`config.mk`:
```
export PLATFORM = sky130hd
export DESIGN_NAME = go_to_goal_steering_controller
export DESIGN_NICKNAME = d
export VERILOG_FILES = /design/src/rtl/g2g_pkg.sv /design/src/rtl/g2g_mul.sv /design/src/rtl/g2g_cordic.sv /design/src/rtl/go_to_goal_steering_controller.sv
export VERILOG_INCLUDE_DIRS = /design/src /design/src/rtl
export SDC_FILE = /design/constraint.sdc
export NUM_CORES = 2
export LEC_CHECK = 0
export ABC_AREA = 1
export BUFFER_PORTS_ARGS = -buffer_cell sky130_fd_sc_hd__buf_2
export CAP_MARGIN = 20
export CORE_ASPECT_RATIO = 1.1
export CORE_MARGIN = 4
export CORE_UTILIZATION = 65
export CTS_CLUSTER_DIAMETER = 200
export DETAILED_ROUTE_END_ITERATION = 12
export PLACE_DENSITY = 0.9
export REMOVE_ABC_BUFFERS = 1
export SLEW_MARGIN = 20
export SYNTH_ARGS = -nofsm -noshare
export SYNTH_HDL_FRONTEND = slang
export SYNTH_SLANG_ARGS = --single-unit
```
`constraint.sdc`:
```
create_clock -name clock -period 15.3 [get_ports clock]
set_clock_uncertainty 0.15 [all_clocks]
set_input_delay 4.59 -clock clock [delete_from_list [all_inputs] [get_ports clock]]
set_output_delay 4.59 -clock clock [all_outputs]
set_load 0.005 [all_outputs]
```
`src/rtl/go_to_goal_steering_controller_defines.svh`:
```
// Assertion macros shared by the steering controller RTL.
`ifndef GO_TO_GOAL_STEERING_CONTROLLER_DEFINES_SVH
`define GO_TO_GOAL_STEERING_CONTROLLER_DEFINES_SVH
`ifndef SYNTHESIS
`define G2G_ASSERT_IMPL(label, clk, rst, ante, cons, msg) \
   label: assert property (@(posedge clk) disable iff (rst) (ante) |-> (cons)) \
      else $error(msg);
`define G2G_ASSERT_NEXT(label, clk, rst, ante, cons, msg) \
   label: assert property (@(posedge clk) disable iff (rst) (ante) |=> (cons)) \
      else $error(msg);
`else
`define G2G_ASSERT_IMPL(label, clk, rst, ante, cons, msg)
`define G2G_ASSERT_NEXT(label, clk, rst, ante, cons, msg)
`endif
`endif

```
`src/rtl/g2g_pkg.sv`:
```
// Widths, constants and the arctangent table of the steering controller.
package g2g_pkg;

   localparam int REQ_DATA_W = 48;
   localparam int RSP_DATA_W = 32;
   localparam int CSR_ADDR_W = 3;
   localparam int CSR_DATA_W = 32;

   localparam int POS_W  = 16;
   localparam int HDG_W  = 15;
   localparam int TGT_W  = 15;
   localparam int DIFF_W = 18;
   localparam int XY_W   = 35;
   localparam int Z_W    = 21;
   localparam int ERR_W  = 21;
   localparam int DIST_W = 33;
   localparam int MB_W   = 18;
   localparam int PROD_W = XY_W + MB_W;
   localparam int LIN_W  = 15;
   localparam int ANG_W  = 16;

   localparam logic OP_POSE = 1'b0;
   localparam logic OP_TICK = 1'b1;

   localparam logic REG_TARGET_X = 1'b0;
   localparam logic REG_TARGET_Y = 1'b1;

   localparam logic [TGT_W-1:0] TARGET_X_RESET = 15'd2048;
   localparam logic [TGT_W-1:0] TARGET_Y_RESET = 15'd4096;

   localparam logic signed [Z_W-1:0] PI_Z = 21'sd205887;
   localparam logic signed [ERR_W:0] PI_E = 22'sd205887;
   localparam logic signed [ERR_W:0] TWO_PI_E = 22'sd411775;
   localparam logic signed [MB_W-1:0] GAIN_INV = 18'sd39797;
   localparam logic signed [MB_W-1:0] K_SLOW = 18'sd13107;
   localparam logic signed [MB_W-1:0] K_FAST = 18'sd58982;
   localparam logic signed [MB_W-1:0] K_TURN = 18'sd117965;
   localparam logic signed [DIST_W-1:0] DIST_MIN = 33'sd3355443;
   localparam logic signed [ERR_W-1:0] ERR_MIN = 21'sd6553;
   localparam logic signed [ANG_W-1:0] ANG_MAX = 16'sd23163;
   localparam logic [LIN_W-1:0] LIN_MAX = 15'd32767;

   function automatic logic [15:0] atan_q16(input logic [4:0] idx);
      logic [15:0] a;
      unique case (idx)
         5'd0:  a = 16'd51472;
         5'd1:  a = 16'd30386;
         5'd2:  a = 16'd16055;
         5'd3:  a = 16'd8150;
         5'd4:  a = 16'd4091;
         5'd5:  a = 16'd2047;
         5'd6:  a = 16'd1024;
         5'd7:  a = 16'd512;
         5'd8:  a = 16'd256;
         5'd9:  a = 16'd128;
         5'd10: a = 16'd64;
         5'd11: a = 16'd32;
         5'd12: a = 16'd16;
         5'd13: a = 16'd8;
         5'd14: a = 16'd4;
         5'd15: a = 16'd2;
         5'd16: a = 16'd1;
         default: a = 16'd0;
      endcase
      return a;
   endfunction

endpackage

```
`src/rtl/g2g_mul.sv`:
```
// Shared signed multiplier with a registered product.
module g2g_mul (
   input  logic                               clock,
   input  logic signed [g2g_pkg::XY_W-1:0]    mul_a,
   input  logic signed [g2g_pkg::MB_W-1:0]    mul_b,
   output logic signed [g2g_pkg::PROD_W-1:0]  prod
);
   import g2g_pkg::*;

   logic signed [PROD_W-1:0] prod_ff;
   logic signed [PROD_W-1:0] prod_in;

   assign prod_in = PROD_W'(mul_a) * PROD_W'(mul_b);
   assign prod    = prod_ff;

   always_ff @(posedge clock) begin
      prod_ff <= prod_in;
   end
endmodule

```
`src/rtl/g2g_cordic.sv`:
```
// Iterative vectoring CORDIC giving the scaled range and the bearing to the goal.
module g2g_cordic #(
   parameter int CORDIC_STEPS = 16
) (
   input  logic                              clock,
   input  logic                              reset,
   input  logic                              start,
   input  logic signed [g2g_pkg::DIFF_W-1:0] dx,
   input  logic signed [g2g_pkg::DIFF_W-1:0] dy,
   output logic                              done,
   output logic signed [g2g_pkg::XY_W-1:0]   x_out,
   output logic signed [g2g_pkg::Z_W-1:0]    z_out
);
   import g2g_pkg::*;

   localparam int CW = (CORDIC_STEPS > 1) ? $clog2(CORDIC_STEPS) : 1;

   logic signed [XY_W-1:0] x_ff, x_in, y_ff, y_in;
   logic signed [Z_W-1:0]  z_ff, z_in;
   logic [CW-1:0]          cnt_ff, cnt_in;
   logic                   busy_ff, busy_in;
   logic                   done_ff, done_in;

   logic signed [XY_W-1:0] x0, y0, xs, ys;
   logic signed [Z_W-1:0]  at;

   assign x0 = {{(XY_W-DIFF_W){dx[DIFF_W-1]}}, dx} <<< 14;
   assign y0 = {{(XY_W-DIFF_W){dy[DIFF_W-1]}}, dy} <<< 14;
   assign xs = x_ff >>> cnt_ff;
   assign ys = y_ff >>> cnt_ff;
   assign at = signed'({{(Z_W-16){1'b0}}, atan_q16(5'(cnt_ff))});

   always_comb begin
      x_in    = x_ff;
      y_in    = y_ff;
      z_in    = z_ff;
      cnt_in  = cnt_ff;
      busy_in = busy_ff;
      done_in = 1'b0;
      if (start) begin
         cnt_in  = '0;
         busy_in = 1'b1;
         if (x0 < 0) begin
            x_in = -x0;
            y_in = -y0;
            z_in = (y0 >= 0) ? PI_Z : -PI_Z;
         end else begin
            x_in = x0;
            y_in = y0;
            z_in = '0;
         end
      end else if (busy_ff) begin
         if (!y_ff[XY_W-1]) begin
            x_in = x_ff + ys;
            y_in = y_ff - xs;
            z_in = z_ff + at;
         end else begin
            x_in = x_ff - ys;
            y_in = y_ff + xs;
            z_in = z_ff - at;
         end
         if (cnt_ff == CW'(CORDIC_STEPS - 1)) begin
            busy_in = 1'b0;
            done_in = 1'b1;
         end else begin
            cnt_in = cnt_ff + 1'b1;
         end
      end
   end

   always_ff @(posedge clock) begin
      if (reset) begin
         busy_ff <= 1'b0;
         done_ff <= 1'b0;
         cnt_ff  <= '0;
      end else begin
         busy_ff <= busy_in;
         done_ff <= done_in;
         cnt_ff  <= cnt_in;
      end
      x_ff <= x_in;
      y_ff <= y_in;
      z_ff <= z_in;
   end

   assign done  = done_ff;
   assign x_out = x_ff;
   assign z_out = z_ff;
endmodule

```
`src/rtl/go_to_goal_steering_controller.sv`:
```
// Go-to-goal steering controller top level: registers, sequencer and output stage.
// A pose update (req_tuser low) is stored in the cycle it is accepted and gives no item.
// A control tick (req_tuser high) with a stored pose runs a vectoring CORDIC of
// CORDIC_STEPS iterations, one per cycle, then steps through ST_ERR, ST_DIST, ST_MULL,
// ST_LIN and ST_ANG on a single shared multiplier for gain removal, speed gain and turn
// gain, and loads the output register in ST_DONE, which waits while an earlier result is
// not yet taken; the input is then ready for the next item. A tick before any pose is
// dropped at once. The input is not ready while a tick is worked on, but is ready again
// while the result still waits in the output register.
// Targets are written through the register port at byte addresses 0 (x) and 4 (y).
`include "go_to_goal_steering_controller_defines.svh"
module go_to_goal_steering_controller #(
   parameter int CORDIC_STEPS = 16
) (
   input  logic                              clock,
   input  logic                              reset,
   input  logic                              req_tvalid,
   output logic                              req_tready,
   // pose_x [15:0], pose_y [31:16], pose_heading [46:32], zero [47]
   input  logic [g2g_pkg::REQ_DATA_W-1:0]    req_tdata,
   // operation [0]
   input  logic                              req_tuser,
   output logic                              rsp_tvalid,
   input  logic                              rsp_tready,
   // linear_speed [14:0], angular_speed [30:15], zero [31]
   output logic [g2g_pkg::RSP_DATA_W-1:0]    rsp_tdata,
   input  logic                              csr_psel,
   input  logic                              csr_penable,
   input  logic                              csr_pwrite,
   input  logic [g2g_pkg::CSR_ADDR_W-1:0]    csr_paddr,
   input  logic [g2g_pkg::CSR_DATA_W-1:0]    csr_pwdata,
   output logic [g2g_pkg::CSR_DATA_W-1:0]    csr_prdata,
   output logic                              csr_pready
);
   import g2g_pkg::*;

   typedef enum logic [7:0] {
      ST_IDLE   = 8'b0000_0001,
      ST_CORDIC = 8'b0000_0010,
      ST_ERR    = 8'b0000_0100,
      ST_DIST   = 8'b0000_1000,
      ST_MULL   = 8'b0001_0000,
      ST_LIN    = 8'b0010_0000,
      ST_ANG    = 8'b0100_0000,
      ST_DONE   = 8'b1000_0000
   } state_type;

   state_type state_ff, state_in;

   logic [TGT_W-1:0]         target_x_ff, target_x_in, target_y_ff, target_y_in;
   logic                     pose_valid_ff, pose_valid_in;
   logic signed [POS_W-1:0]  last_x_ff, last_x_in, last_y_ff, last_y_in;
   logic signed [HDG_W-1:0]  last_heading_ff, last_heading_in;
   logic signed [ERR_W-1:0]  err_ff, err_in;
   logic signed [DIST_W-1:0] dist_ff, dist_in;
   logic signed [ANG_W-1:0]  ang_ff, ang_in, rsp_ang_ff, rsp_ang_in;
   logic [LIN_W-1:0]         lin_ff, lin_in, rsp_lin_ff, rsp_lin_in;
   logic                     rsp_valid_ff, rsp_valid_in;

   logic                     req_acc, is_tick, csr_wr, cordic_start, cordic_done;
   logic                     near, turn;
   logic signed [DIFF_W-1:0] dx, dy;
   logic signed [XY_W-1:0]   cx;
   logic signed [Z_W-1:0]    cz;
   logic signed [XY_W-1:0]   mul_a;
   logic signed [MB_W-1:0]   mul_b;
   logic signed [PROD_W-1:0] prod;
   logic signed [ERR_W:0]    err_raw, err_wrap;
   logic signed [PROD_W-1:0] lin_sum, ang_sum;
   logic signed [PROD_W-31:0] lin_full;
   logic signed [PROD_W-21:0] ang_p, ang_e_sum, ang_full;

   assign req_tready = (state_ff == ST_IDLE);
   assign req_acc    = req_tvalid && req_tready;
   assign is_tick    = (req_tuser == OP_TICK);
   assign csr_pready = 1'b1;
   assign csr_wr     = csr_psel && csr_penable && csr_pwrite && csr_pready;
   assign csr_prdata = (csr_paddr[2] == REG_TARGET_Y) ? {{(CSR_DATA_W-TGT_W){1'b0}}, target_y_ff}
                                                      : {{(CSR_DATA_W-TGT_W){1'b0}}, target_x_ff};

   assign dx = signed'({3'b000, target_x_ff}) - DIFF_W'(last_x_ff);
   assign dy = signed'({3'b000, target_y_ff}) - DIFF_W'(last_y_ff);

   g2g_cordic #(.CORDIC_STEPS(CORDIC_STEPS)) u_cordic (
      .clock (clock),
      .reset (reset),
      .start (cordic_start),
      .dx    (dx),
      .dy    (dy),
      .done  (cordic_done),
      .x_out (cx),
      .z_out (cz)
   );

   g2g_mul u_mul (
      .clock (clock),
      .mul_a (mul_a),
      .mul_b (mul_b),
      .prod  (prod)
   );

   assign err_raw  = {cz[Z_W-1], cz} - {{3{last_heading_ff[HDG_W-1]}}, last_heading_ff, 4'b0000};
   assign err_wrap = (err_raw > PI_E) ? err_raw - TWO_PI_E :
                     (err_raw < -PI_E) ? err_raw + TWO_PI_E : err_raw;

   assign near = (dist_ff <= DIST_MIN);
   assign turn = (err_ff > ERR_MIN) || (err_ff < -ERR_MIN);

   assign lin_sum   = prod + PROD_W'(64'sd536870912);
   assign lin_full  = signed'(lin_sum[PROD_W-1:30]);
   assign ang_sum   = prod + PROD_W'(64'sd524288);
   assign ang_p     = signed'(ang_sum[PROD_W-1:20]);
   assign ang_e_sum = (PROD_W-20)'(err_ff) + (PROD_W-20)'(64'sd8);
   assign ang_full  = turn ? ang_p : (ang_e_sum >>> 4);

   always_comb begin
      mul_a = '0;
      mul_b = '0;
      unique case (state_ff)
         ST_ERR: begin
            mul_a = cx;
            mul_b = GAIN_INV;
         end
         ST_MULL: begin
            mul_a = XY_W'(dist_ff);
            mul_b = turn ? K_SLOW : K_FAST;
         end
         ST_LIN: begin
            mul_a = XY_W'(err_ff);
            mul_b = K_TURN;
         end
         default: begin
            mul_a = '0;
            mul_b = '0;
         end
      endcase
   end

   always_comb begin
      state_in        = state_ff;
      target_x_in     = target_x_ff;
      target_y_in     = target_y_ff;
      pose_valid_in   = pose_valid_ff;
      last_x_in       = last_x_ff;
      last_y_in       = last_y_ff;
      last_heading_in = last_heading_ff;
      err_in          = err_ff;
      dist_in         = dist_ff;
      lin_in          = lin_ff;
      ang_in          = ang_ff;
      rsp_lin_in      = rsp_lin_ff;
      rsp_ang_in      = rsp_ang_ff;
      rsp_valid_in    = rsp_valid_ff && !rsp_tready;
      cordic_start    = 1'b0;

      if (csr_wr) begin
         if (csr_paddr[2] == REG_TARGET_Y) begin
            target_y_in = csr_pwdata[TGT_W-1:0];
         end else begin
            target_x_in = csr_pwdata[TGT_W-1:0];
         end
      end

      unique case (state_ff)
         ST_IDLE: begin
            if (req_acc) begin
               if (!is_tick) begin
                  last_x_in       = signed'(req_tdata[15:0]);
                  last_y_in       = signed'(req_tdata[31:16]);
                  last_heading_in = signed'(req_tdata[46:32]);
                  pose_valid_in   = 1'b1;
               end else if (pose_valid_ff) begin
                  cordic_start = 1'b1;
                  state_in     = ST_CORDIC;
               end
            end
         end
         ST_CORDIC: begin
            if (cordic_done) begin
               state_in = ST_ERR;
            end
         end
         ST_ERR: begin
            err_in   = ERR_W'(err_wrap);
            state_in = ST_DIST;
         end
         ST_DIST: begin
            dist_in  = DIST_W'(prod >>> 16);
            state_in = ST_MULL;
         end
         ST_MULL: begin
            state_in = ST_LIN;
         end
         ST_LIN: begin
            if (lin_full > signed'((PROD_W-30)'(LIN_MAX))) begin
               lin_in = LIN_MAX;
            end else if (lin_full < 0) begin
               lin_in = '0;
            end else begin
               lin_in = LIN_W'(lin_full);
            end
            state_in = ST_ANG;
         end
         ST_ANG: begin
            if (near) begin
               lin_in = '0;
               ang_in = '0;
            end else if (ang_full > (PROD_W-20)'(ANG_MAX)) begin
               ang_in = ANG_MAX;
            end else if (ang_full < -(PROD_W-20)'(ANG_MAX)) begin
               ang_in = -ANG_MAX;
            end else begin
               ang_in = ANG_W'(ang_full);
            end
            state_in = ST_DONE;
         end
         ST_DONE: begin
            if (!rsp_valid_ff || rsp_tready) begin
               rsp_lin_in   = lin_ff;
               rsp_ang_in   = ang_ff;
               rsp_valid_in = 1'b1;
               state_in     = ST_IDLE;
            end
         end
         default: begin
            state_in = ST_IDLE;
         end
      endcase
   end

   always_ff @(posedge clock) begin
      if (reset) begin
         state_ff      <= ST_IDLE;
         target_x_ff   <= TARGET_X_RESET;
         target_y_ff   <= TARGET_Y_RESET;
         pose_valid_ff <= 1'b0;
         rsp_valid_ff  <= 1'b0;
      end else begin
         state_ff      <= state_in;
         target_x_ff   <= target_x_in;
         target_y_ff   <= target_y_in;
         pose_valid_ff <= pose_valid_in;
         rsp_valid_ff  <= rsp_valid_in;
      end
      last_x_ff       <= last_x_in;
      last_y_ff       <= last_y_in;
      last_heading_ff <= last_heading_in;
      err_ff          <= err_in;
      dist_ff         <= dist_in;
      lin_ff          <= lin_in;
      ang_ff          <= ang_in;
      rsp_lin_ff      <= rsp_lin_in;
      rsp_ang_ff      <= rsp_ang_in;
   end

   assign rsp_tvalid = rsp_valid_ff;
   assign rsp_tdata  = {1'b0, rsp_ang_ff, rsp_lin_ff};

   `G2G_ASSERT_IMPL(a_ang_range, clock, reset, rsp_valid_ff, (rsp_ang_ff <= ANG_MAX) && (rsp_ang_ff >= -ANG_MAX), "Angular command outside its saturation range")
   `G2G_ASSERT_NEXT(a_tick_no_pose, clock, reset, req_acc && is_tick && !pose_valid_ff, state_ff == ST_IDLE, "Tick without a pose started a computation")
   `G2G_ASSERT_NEXT(a_done_holds, clock, reset, (state_ff == ST_DONE) && rsp_valid_ff && !rsp_tready, (state_ff == ST_DONE) && $stable(rsp_lin_ff) && $stable(rsp_ang_ff), "Result overwrote an item not yet taken")
   `G2G_ASSERT_IMPL(a_near_zero, clock, reset, (state_ff == ST_DONE) && near, (lin_ff == '0) && (ang_ff == '0), "Commands not zero close to the goal")
endmodule
```
==> impl_metrics.json <==
{
  "grt_max_degree": 70,
  "nNetsFinal": 7702,
  "final_cells": 7851,
  "finalSetupTns_ns": 0,
  "whs_path_depth": 0,
  "grt_usage_pct": 37.6,
  "endpoint_kind": "primary output",
  "min_from": "u_mul.prod[16]",
  "synth_top_area_share_pct": 21.4,
  "yosysMostFrequentCell": "nand2_1",
  "core_area_sq_um": 75900,
  "initial_core_util_pct": 65.4,
  "worst_ep_required_time_ns": 10.56,
  "port_buffers": 118,
  "routedWlPerCell_um": 19.6,
  "vdd_ir_drop_max_v": 0.0000922,
  "cp_max_fo": 18,
  "grt_pass1_vias": 44800,
  "r2r_start": "err_ff[3]",
  "reg2reg_depth": 36,
  "power_density_nw_per_um2": 58.2,
  "num_rows": 106,
  "ant_nets": 0,
  "drc_errors": 0,
  "antenna_found_initial": 1,
  "hpwl_um": 127000,
  "min_period_over_period_pct": 67.1,
  "clk_pin_slew_ns": 0.06,
  "dp_cells": 7770,
  "setup_viol": 0,
  "synthToLayoutAreaGrowth_pct": 5.50,
  "outcome": "finished clean",
  "syn_avg_cell_area_sq_um": 7.36,
  "holdCritPathClass": "register to register",
  "final_max_slew_viol_count": 0,
  "maxCapViolations": 0,
  "synth_cell_types": 74,
  "synth_flop_cell": "edfxtp_1",
  "via_per_inst": 5.77,
  "gp_congestion": 1.07,
  "cts.repair.resized": 0,
  "leakagePower_nw": 27.3,
  "drtIter0Drc": 4562,
  "numCtsBuffers": 43,
  "overflow": 0,
  "worst_slew_pin_slew_ns": 1.11,
  "ys_seq_area_share_pct": 19.4,
  "fmax_mhz": 97.4,
  "synth-edff-count": 254,
  "reg2reg_to": "u_mul.prod[51]",
  "root_buffer": "clkbuf_16",
  "async_reset_ff_share_pct": 0,
  "routed_wl_um": 154000,
  "drive_gt1_share_pct": 6.08,
  "drt_first_pass_iters": 6,
  "setup_slack_ns": 5.03,
  "synth_area_sq_um": 49600,
  "worstSetupPathType": "input port to primary output",
  "synthCells": 6747,
  "arrival_ns": 5.53,
  "synth.area.top_cells": "fa_1 21%, edfxtp_1 15%, nand2_1 11%",
  "hold_viol": 0,
  "postCtsSetupBuffers": 0,
  "post-place-ws_ns": 5.05,
  "die_w_um": 271,
  "detailroute.via_count": 45300,
  "p_total_mw": 3.05,
  "dieArea_sq_um": 80900,
  "startpoint_type": "input port",
  "grt_pass1_wl_um": 240000,
  "period_needed_ns": 10.27,
  "max-clock-path-buffers": 3,
  "synth_top_area_cell": "fa_1",
  "clkSinkCount": 353,
  "rsz0062_at_grt": "false",
  "holdPathEnd": "dist_ff[0]",
  "regToRegSetupSlack_ns": 5.68,
  "cts_tree": "built",
  "htree_num_levels": 2,
  "cts_hold_buf": 0,
  "synth_seq_cells": 353,
  "die_h_um": 298,
  "synth_warnings": 0,
  "yosys-top-cells-count": "1,464 x nand2_1, 1,386 x inv_1, 676 x nor2_1, 531 x fa_1, 403 x nand3_1",
  "io_pins": 158,
  "clk_latency_ns": 0.63,
  "slew_headroom_pct": 25.8
}
[cell type report]
class	count	area (sq um)
clock inverters	21	224
inverters	1410	5300
multi-input cells	4836	33900
well taps	1026	1280
clock buffers	59	1230
diodes	1	2.50
repair buffers	145	793
fillers	6477	23500
flip-flops and latches	353	9620
[metal layers]
layer / GRT usage, % / vias up / routed length (um)
met2: 64.5 / 2412 / 73200
met3: 5.72 / 576 / 13000
met5: 0 / - / 0
li1: - / 21200 / -
met4: 23.5 / 0 / 12100
met1: 44.3 / 21100 / 55500
[flip-flops by register name (all words and copies together), names as in the netlist, 15 cells and up]
signal	flops
rsp_ang_ff	16
lin_ff	15
ang_ff	16
last_x_ff	16
u_cordic.at	16
u_cordic.z_out	21
u_cordic.x_out	35
target_y_ff	15
dist_ff	33
u_mul.prod	37
target_x_ff	15
err_ff	21
u_cordic.y_ff	35
last_heading_ff	15
last_y_ff	16
rsp_lin_ff	15
[worst max-delay path by stage]
stage | from | endpoint | cells after the start
floorplan | req_tuser | u_cordic.x_out[0] | 4
detailed placement | csr_paddr[2] | csr_prdata[6] | 5
CTS | csr_paddr[2] | csr_prdata[6] | 5
finish | csr_paddr[2] | csr_prdata[6] | 5
global placement | csr_paddr[2] | csr_prdata[6] | 5
global route | csr_paddr[2] | csr_prdata[6] | 5
[report_power, final]
part / total, mW / internal [mW] / switching, mW
sequential: 1.11 / 1.08 / 0.0324
clock: 1.06 / 0.607 / 0.454
combinational: 0.877 / 0.289 / 0.588
[worst max-delay path: stages]
cell	delay, ns
buf_2	0.28
inv_1	0.32
nand2_1	0.13
nand2_1	0.07
buf_2	0.13
[cells by family (layout without fill, tap and decap cells)]
| logic type | count (synthesis) | count (layout) | share of synthesized area, % |
|---|---|---|---|
| other | 2 | 20 | 0.0151 |
| multiplexers | 8 | 8 | 0.169 |
| flip-flops | 353 | 353 | 19.4 |
| adder cells (fa/ha/maj) | 822 | 822 | 28.8 |
| buffers and inverters | 1575 | 1635 | 12.5 |
| AND/OR/NAND/NOR | 2825 | 2825 | 24.0 |
| AO/OA/AOI/OAI | 894 | 894 | 10.3 |
| XOR/XNOR | 268 | 268 | 4.93 |
[cells in the final DEF, fill, tap and decap left out, types with 118 or more instances in the layout]
| master | n |
|---|---|
| ha_1 | 291 |
| a21oi_1 | 326 |
| buf_2 | 118 |
| edfxtp_1 | 254 |
| xor2_1 | 198 |
| nand3_1 | 403 |
| inv_1 | 1383 |
| fa_1 | 531 |
| o21ai_0 | 307 |
| nand2_1 | 1463 |
| nor2_1 | 674 |
[through the flow]
| step | instance area (sq um) | utilization (%) | hold slack, ns |
|---|---|---|---|
| floorplan | 48800 | - | 0.236 |
| global placement | 50900 | 67.1 | 0.237 |
| detailed placement | 50900 | 67.1 | 0.240 |
| CTS | 52400 | 69.0 | 0.254 |
| global route | 52400 | 69.0 | 0.261 |
| finish | 52400 | 69.0 | 0.255 |
Note: power is estimated with default switching activity, not from simulation.
